[config.mk]
export PLATFORM = sky130hd
export DESIGN_NAME = uart_buffered_stream_fifos_core
export DESIGN_NICKNAME = d
export VERILOG_FILES = /design/src/rtl/core/uart_bsf_pkg.sv /design/src/rtl/core/uart_buffered_stream_fifos_core.sv
export SDC_FILE = /design/constraint.sdc
export NUM_CORES = 2
export LEC_CHECK = 0
export BUFFER_PORTS_ARGS = -buffer_cell sky130_fd_sc_hd__buf_2
export CAP_MARGIN = 20
export CELL_PAD_IN_SITES_DETAIL_PLACEMENT = 0
export CELL_PAD_IN_SITES_GLOBAL_PLACEMENT = 1
export CORE_MARGIN = 10
export CORE_UTILIZATION = 55
export CTS_BUF_LIST = sky130_fd_sc_hd__clkbuf_8
export DETAILED_ROUTE_END_ITERATION = 12
export PLACE_DENSITY_LB_ADDON = 0.1
export SKIP_LAST_GASP = 1
export SLEW_MARGIN = 0
export SYNTH_ARGS = -nofsm -noshare
export SYNTH_HDL_FRONTEND = slang
export SYNTH_SLANG_ARGS = --single-unit
[constraint.sdc]
create_clock -name clock -period 20.7 [get_ports clock]
set_input_delay 2.07 -clock clock [delete_from_list [all_inputs] [get_ports clock]]
set_output_delay 2.07 -clock clock [all_outputs]
set_load 0.05 [all_outputs]
[src/rtl/core/uart_bsf_pkg.sv]
package uart_bsf_pkg;

   localparam int TX_DEPTH_DEFAULT = 256;
   localparam int RX_DEPTH_DEFAULT = 16;

   localparam logic [7:0] CH_LF = 8'h0A;
   localparam logic [7:0] CH_CR = 8'h0D;

   localparam logic [1:0] KIND_HOST_WRITE = 2'd0;
   localparam logic [1:0] KIND_HOST_READ  = 2'd1;
   localparam logic [1:0] KIND_LINE_RECV  = 2'd2;
   localparam logic [1:0] KIND_TX_READY   = 2'd3;

   typedef logic [7:0] byte_type;

endpackage

[src/rtl/core/uart_buffered_stream_fifos_core.sv]
// Channel   Direction  Handshake              Payload
// req_      in         req_valid / req_stall  req_kind, req_data
// rsp_      out        rsp_valid / rsp_stall  line_tx, read, write_dropped, rx_nonempty,
//                                             overrun_seen
// csr_      in         csr_write_enable       csr_write_data (echo_enable)
//
// Each request beat yields one response beat. A plain host write, or a receive without
// a newline echo, finishes when accepted; a newline write or newline echo makes two
// transmit memory writes (CR, then LF); a host read or ready tick on a non-empty buffer
// waits for a registered memory read. Reset is synchronous and clears pointers, fills and
// flags; the memories need no clearing. A stalled response holds the next request off.
module uart_buffered_stream_fifos_core #(
   parameter int TX_DEPTH = uart_bsf_pkg::TX_DEPTH_DEFAULT,
   parameter int RX_DEPTH = uart_bsf_pkg::RX_DEPTH_DEFAULT
) (
   input  logic       clock,
   input  logic       reset,
   input  logic       req_valid,
   output logic       req_stall,
   input  logic [1:0] req_kind,
   input  logic [7:0] req_data,
   output logic       rsp_valid,
   input  logic       rsp_stall,
   output logic       rsp_line_tx_valid,
   output logic [7:0] rsp_line_tx_byte,
   output logic       rsp_read_valid,
   output logic [7:0] rsp_read_data,
   output logic       rsp_write_dropped,
   output logic       rsp_rx_nonempty,
   output logic       rsp_overrun_seen,
   input  logic       csr_write_enable,
   input  logic       csr_write_data
);

   localparam int TX_AW = (TX_DEPTH > 1) ? $clog2(TX_DEPTH) : 1;
   localparam int RX_AW = (RX_DEPTH > 1) ? $clog2(RX_DEPTH) : 1;
   localparam int TX_CW = $clog2(TX_DEPTH + 1);
   localparam int RX_CW = $clog2(RX_DEPTH + 1);

   localparam logic [1:0] ST_IDLE    = 2'd0;
   localparam logic [1:0] ST_TX_LF   = 2'd1;
   localparam logic [1:0] ST_RX_WAIT = 2'd2;
   localparam logic [1:0] ST_TX_WAIT = 2'd3;

   uart_bsf_pkg::byte_type tx_mem [TX_DEPTH];
   uart_bsf_pkg::byte_type rx_mem [RX_DEPTH];

   logic [1:0]       state_ff, state_in;
   logic [TX_AW-1:0] tx_widx_ff, tx_widx_in, tx_ridx_ff, tx_ridx_in;
   logic [TX_CW-1:0] tx_fill_ff, tx_fill_in;
   logic [RX_AW-1:0] rx_widx_ff, rx_widx_in, rx_ridx_ff, rx_ridx_in;
   logic [RX_CW-1:0] rx_fill_ff, rx_fill_in;
   logic             overrun_ff, overrun_in;
   logic             echo_ff;
   logic             drop_ff, drop_in;
   uart_bsf_pkg::byte_type tx_q_ff, rx_q_ff;

   logic             rsp_valid_ff, rsp_valid_in;
   logic             line_tx_valid_ff, line_tx_valid_in;
   logic [7:0]       line_tx_byte_ff, line_tx_byte_in;
   logic             read_valid_ff, read_valid_in;
   logic [7:0]       read_data_ff, read_data_in;
   logic             write_dropped_ff, write_dropped_in;
   logic             rx_nonempty_ff, rx_nonempty_in;
   logic             overrun_seen_ff, overrun_seen_in;

   logic             accept;
   logic             finish;
   logic             tx_full;
   logic             tx_push;
   logic [7:0]       tx_push_byte;
   logic             tx_we, tx_re, rx_we, rx_re;
   logic [7:0]       rx_wbyte;

   assign req_stall = (state_ff != ST_IDLE) || (rsp_valid_ff && rsp_stall);
   assign accept    = req_valid && !req_stall;
   assign tx_full   = (tx_fill_ff == TX_CW'(TX_DEPTH));

   always_comb begin
      state_in         = state_ff;
      tx_widx_in       = tx_widx_ff;
      tx_ridx_in       = tx_ridx_ff;
      tx_fill_in       = tx_fill_ff;
      rx_widx_in       = rx_widx_ff;
      rx_ridx_in       = rx_ridx_ff;
      rx_fill_in       = rx_fill_ff;
      overrun_in       = overrun_ff;
      drop_in          = drop_ff;
      finish           = 1'b0;
      tx_push          = 1'b0;
      tx_push_byte     = req_data;
      tx_we            = 1'b0;
      tx_re            = 1'b0;
      rx_we            = 1'b0;
      rx_re            = 1'b0;
      rx_wbyte         = (req_data == uart_bsf_pkg::CH_CR) ? uart_bsf_pkg::CH_LF : req_data;
      line_tx_valid_in = 1'b0;
      line_tx_byte_in  = 8'd0;
      read_valid_in    = 1'b0;
      read_data_in     = 8'd0;
      write_dropped_in = 1'b0;

      case (state_ff)
         ST_IDLE: begin
            if (accept) begin
               case (req_kind)
                  uart_bsf_pkg::KIND_HOST_WRITE: begin
                     tx_push = 1'b1;
                     if (req_data == uart_bsf_pkg::CH_LF) begin
                        tx_push_byte = uart_bsf_pkg::CH_CR;
                        drop_in      = tx_full;
                        state_in     = ST_TX_LF;
                     end else begin
                        write_dropped_in = tx_full;
                        finish           = 1'b1;
                     end
                  end
                  uart_bsf_pkg::KIND_HOST_READ: begin
                     if (rx_fill_ff != '0) begin
                        rx_re      = 1'b1;
                        rx_fill_in = rx_fill_ff - 1'b1;
                        rx_ridx_in = (rx_ridx_ff == RX_AW'(RX_DEPTH - 1)) ? '0
                                                                         : rx_ridx_ff + 1'b1;
                        state_in   = ST_RX_WAIT;
                     end else begin
                        finish = 1'b1;
                     end
                  end
                  uart_bsf_pkg::KIND_LINE_RECV: begin
                     if (rx_fill_ff == RX_CW'(RX_DEPTH)) begin
                        overrun_in = 1'b1;
                     end else begin
                        rx_we      = 1'b1;
                        rx_fill_in = rx_fill_ff + 1'b1;
                        rx_widx_in = (rx_widx_ff == RX_AW'(RX_DEPTH - 1)) ? '0
                                                                         : rx_widx_ff + 1'b1;
                     end
                     if (echo_ff && req_data == uart_bsf_pkg::CH_LF) begin
                        tx_push      = 1'b1;
                        tx_push_byte = uart_bsf_pkg::CH_CR;
                        drop_in      = tx_full;
                        state_in     = ST_TX_LF;
                     end else begin
                        tx_push          = echo_ff;
                        write_dropped_in = echo_ff && tx_full;
                        finish           = 1'b1;
                     end
                  end
                  default: begin
                     if (tx_fill_ff != '0) begin
                        tx_re      = 1'b1;
                        tx_fill_in = tx_fill_ff - 1'b1;
                        tx_ridx_in = (tx_ridx_ff == TX_AW'(TX_DEPTH - 1)) ? '0
                                                                         : tx_ridx_ff + 1'b1;
                        state_in   = ST_TX_WAIT;
                     end else begin
                        finish = 1'b1;
                     end
                  end
               endcase
            end
         end
         ST_TX_LF: begin
            tx_push          = 1'b1;
            tx_push_byte     = uart_bsf_pkg::CH_LF;
            write_dropped_in = drop_ff || tx_full;
            finish           = 1'b1;
            state_in         = ST_IDLE;
         end
         ST_RX_WAIT: begin
            read_valid_in = 1'b1;
            read_data_in  = rx_q_ff;
            finish        = 1'b1;
            state_in      = ST_IDLE;
         end
         default: begin
            line_tx_valid_in = 1'b1;
            line_tx_byte_in  = tx_q_ff;
            finish           = 1'b1;
            state_in         = ST_IDLE;
         end
      endcase

      if (tx_push && !tx_full) begin
         tx_we      = 1'b1;
         tx_fill_in = tx_fill_ff + 1'b1;
         tx_widx_in = (tx_widx_ff == TX_AW'(TX_DEPTH - 1)) ? '0 : tx_widx_ff + 1'b1;
      end

      rx_nonempty_in  = (rx_fill_in != '0);
      overrun_seen_in = overrun_in;

      if (finish) begin
         rsp_valid_in = 1'b1;
      end else if (!rsp_stall) begin
         rsp_valid_in = 1'b0;
      end else begin
         rsp_valid_in = rsp_valid_ff;
      end
   end

   always_ff @(posedge clock) begin
      if (reset) begin
         state_ff     <= ST_IDLE;
         tx_widx_ff   <= '0;
         tx_ridx_ff   <= '0;
         tx_fill_ff   <= '0;
         rx_widx_ff   <= '0;
         rx_ridx_ff   <= '0;
         rx_fill_ff   <= '0;
         overrun_ff   <= 1'b0;
         echo_ff      <= 1'b0;
         drop_ff      <= 1'b0;
         rsp_valid_ff <= 1'b0;
      end else begin
         state_ff     <= state_in;
         tx_widx_ff   <= tx_widx_in;
         tx_ridx_ff   <= tx_ridx_in;
         tx_fill_ff   <= tx_fill_in;
         rx_widx_ff   <= rx_widx_in;
         rx_ridx_ff   <= rx_ridx_in;
         rx_fill_ff   <= rx_fill_in;
         overrun_ff   <= overrun_in;
         drop_ff      <= drop_in;
         rsp_valid_ff <= rsp_valid_in;
         if (csr_write_enable) begin
            echo_ff <= csr_write_data;
         end
      end
   end

   always_ff @(posedge clock) begin
      if (finish) begin
         line_tx_valid_ff <= line_tx_valid_in;
         line_tx_byte_ff  <= line_tx_byte_in;
         read_valid_ff    <= read_valid_in;
         read_data_ff     <= read_data_in;
         write_dropped_ff <= write_dropped_in;
         rx_nonempty_ff   <= rx_nonempty_in;
         overrun_seen_ff  <= overrun_seen_in;
      end
   end

   always_ff @(posedge clock) begin
      if (tx_we) begin
         tx_mem[tx_widx_ff] <= tx_push_byte;
      end
      if (tx_re) begin
         tx_q_ff <= tx_mem[tx_ridx_ff];
      end
   end

   always_ff @(posedge clock) begin
      if (rx_we) begin
         rx_mem[rx_widx_ff] <= rx_wbyte;
      end
      if (rx_re) begin
         rx_q_ff <= rx_mem[rx_ridx_ff];
      end
   end

   assign rsp_valid         = rsp_valid_ff;
   assign rsp_line_tx_valid = line_tx_valid_ff;
   assign rsp_line_tx_byte  = line_tx_byte_ff;
   assign rsp_read_valid    = read_valid_ff;
   assign rsp_read_data     = read_data_ff;
   assign rsp_write_dropped = write_dropped_ff;
   assign rsp_rx_nonempty   = rx_nonempty_ff;
   assign rsp_overrun_seen  = overrun_seen_ff;

endmodule

==> reports/qor.csv <==
metric,value,unit
wl_per_cell,33.6,µm
grt_max_degree,182,
cts-root-buf,clkbuf_8,
status,completed,
cts_setup_buffers,0,
final.setup_skew,0.0725,ns
die_x,422,µm
final.min_clock_period,5.88,ns
layout_commonest_cell,edfxtp_1,
place_congestion,0.847,
yosys_most_used_dff,edfxtp_1,
drt_iter0_markers,6021,
crit_fanout,83,
synth_area,0.0889,mm²
relSlewSlack,15.8,%
ys_seq_area_share,75.7,%
dieArea,0.178,mm²
yosys_register_bits,2257,
layout-drive-gt1-share,22.2,%
first_global_vias,45500,
track_usage,26.7,%
die_y,422,µm
crit_path_end_kind,flip-flop,
ys_async_sr_fraction,0,%
finalHoldViolCount,0,
avgSynthCellArea,19.9,µm²
power.density,94.7,mW/mm²
worstMarginPinSlew,1.26,ns
dp_hpwl,141000,µm
leakage,0.0299,µW
layout.nets,4747,
rsz0062_at_grt,false,
antenna_found_initial,14,
fin_crit_sh,28.4,%
drc,0,
holdWs,0.493,ns
min_path_type,reg2reg,
postRouteAntennaNets,0,
setup_viol_count_final,0,
multi_input_area,0.0199,mm²
cap_viol_max_count,0,
syn_inst,4460,
critPathLaunchType,input port,
via_count,46200,
nFillCells,11500,
top_layer,met5,
core,0.161,mm²
synth_edf_count,2213,
pin_count,39,
post_cts_resized,0,
worstPathArrival,6.59,ns
endpoint,tx_mem[205][0],
clock_latency,1.06,ns
cts_buffer_depth,4,
dr.pass1.iters,5,
grt-ovfl-total,0,
cts_tree,built,
cts_buffers,372,
fin_util,60.8,%
m1WireLength,97500,µm
area_delta_synth_final,9.86,%
seq_area,0.0674,mm²
met2_length,111000,µm
drt_wl_total,240000,µm
htreeDepth,5,
fmax,170,MHz
initial_core_util,55.4,%
avgViaCountPerCell,6.48,
worstPathRequired,21.41,ns
dr_wl_met3,23400,µm
synth.net_count,4502,
reg2reg_depth,9,
r2r_slack,14.93,ns
cts_sinks,2257,
startpoint,req_data[7],
grt_pass1_wl,343000,µm
clk_pin_slew_worst_paths,0.06,ns
tns,0,ns
worstSetupPathType,in2reg,
r2r-end,tx_q_ff[7],
vdd_drop_max,0.0663,mV
cts_hold_buf,0,
yosys_warnings,0,
slew_violations,0,
port_buffers,38,
rows,147,
synth_cell_types,88,
final_cell_mix,"edfxtp_1, mux4_2, clkbuf_8",
rr_startpoint,tx_ridx_ff[0],
cells by family after synthesis:
logic type,after synthesis,synth area share [%]
adder cells (fa/ha/maj),26,0.374
AO/OA/AOI/OAI,480,3.75
buffers and inverters,298,2.17
flip-flops,2257,75.7
multiplexers,679,14.3
AND/OR/NAND/NOR,703,3.51
XOR/XNOR,17,0.167
critical path, cell delays in order:
cell	delay [ns]
buf_2	0.21
nor3_1	0.22
nand3_1	0.13
or4_1	0.54
nor2_1	0.25
o21a_4	0.60
buf_4	0.90
buf_4	0.71
buf_4	0.68
cells in the mapped netlist, drive strengths merged, types with 28 or more instances:
library cell     n  area, µm²
edfxtp        2213      66500
mux4           463      10500
nor2           346       1300
mux2i          191       1910
buf            186       1450
nand2          136        510
a21oi           99        495
clkbuf          81        357
a22oi           73        548
nand3           68        340
o21ai           62        310
dfxtp           44        881
o22ai           39        244
a221oi          38        345
a211oi          37        283
nor3            30        150
nor2b           28        175
layer usage:
| metal | global-route usage [%] | up-vias |
|---|---|---|
| li1 | - | 18900 |
| met1 | 38.7 | 24300 |
| met2 | 40.4 | 2477 |
| met3 | 6.21 | 464 |
| met4 | 8.79 | 10 |
| met5 | 0 | - |
registers in the layout (all words and copies together), names as in the netlist, 2 cells and up:
register and count:
rsp_line_tx_byte 8, rsp_read_data 8, rx_fill_ff 5, rx_mem 128, rx_q_ff 8, rx_ridx_ff 4
rx_widx_ff 4, state_ff 2, tx_fill_ff 9, tx_mem 2048, tx_q_ff 8, tx_ridx_ff 8
tx_widx_ff 8
final cells by class:
| class | instances | area share [%] |
|---|---|---|
| sequential | 2257 | 69.0 |
| clock inverter | 248 | 1.27 |
| antenna | 12 | 0.0307 |
| inverter | 30 | 0.115 |
| timing repair buffer | 139 | 1.10 |
| multi-input combinational | 1905 | 20.4 |
| tap | 2160 | 2.77 |
| clock buffer | 383 | 5.40 |
power breakdown:
group	switching [µW]	total (µW)	internal, µW
logic	403	625	223
registers	20.8	5100	5080
clock network	1710	3530	1810
worst min path at each step:
stage / startpoint / to / slack (ns) / cells after the start
after CTS: tx_fill_ff[6] / tx_fill_ff[6] / 0.49 / 2
after global routing: tx_fill_ff[6] / tx_fill_ff[6] / 0.53 / 2
final: tx_fill_ff[6] / tx_fill_ff[6] / 0.49 / 2
after detailed placement: tx_fill_ff[6] / tx_fill_ff[6] / 0.48 / 2
after global placement: tx_fill_ff[6] / tx_fill_ff[6] / 0.48 / 2
after floorplan: tx_fill_ff[3] / tx_fill_ff[3] / 0.45 / 2
through the flow:
stage / cell area [µm²] / setup WS (ns) / power [µW] / std cells
6_report: 97700 / 14.82 / 9250 / 7134
3_3_place_gp: 91100 / 13.77 / 5820 / 6488
2_1_floorplan: 88900 / 5.76 / 5680 / 4460
3_5_place_dp: 91100 / 13.71 / 5830 / 6488
4_1_cts: 97600 / 14.82 / 9310 / 7119
5_1_grt: 97700 / 14.54 / 9560 / 7126
(Power assumes the default switching activity.)
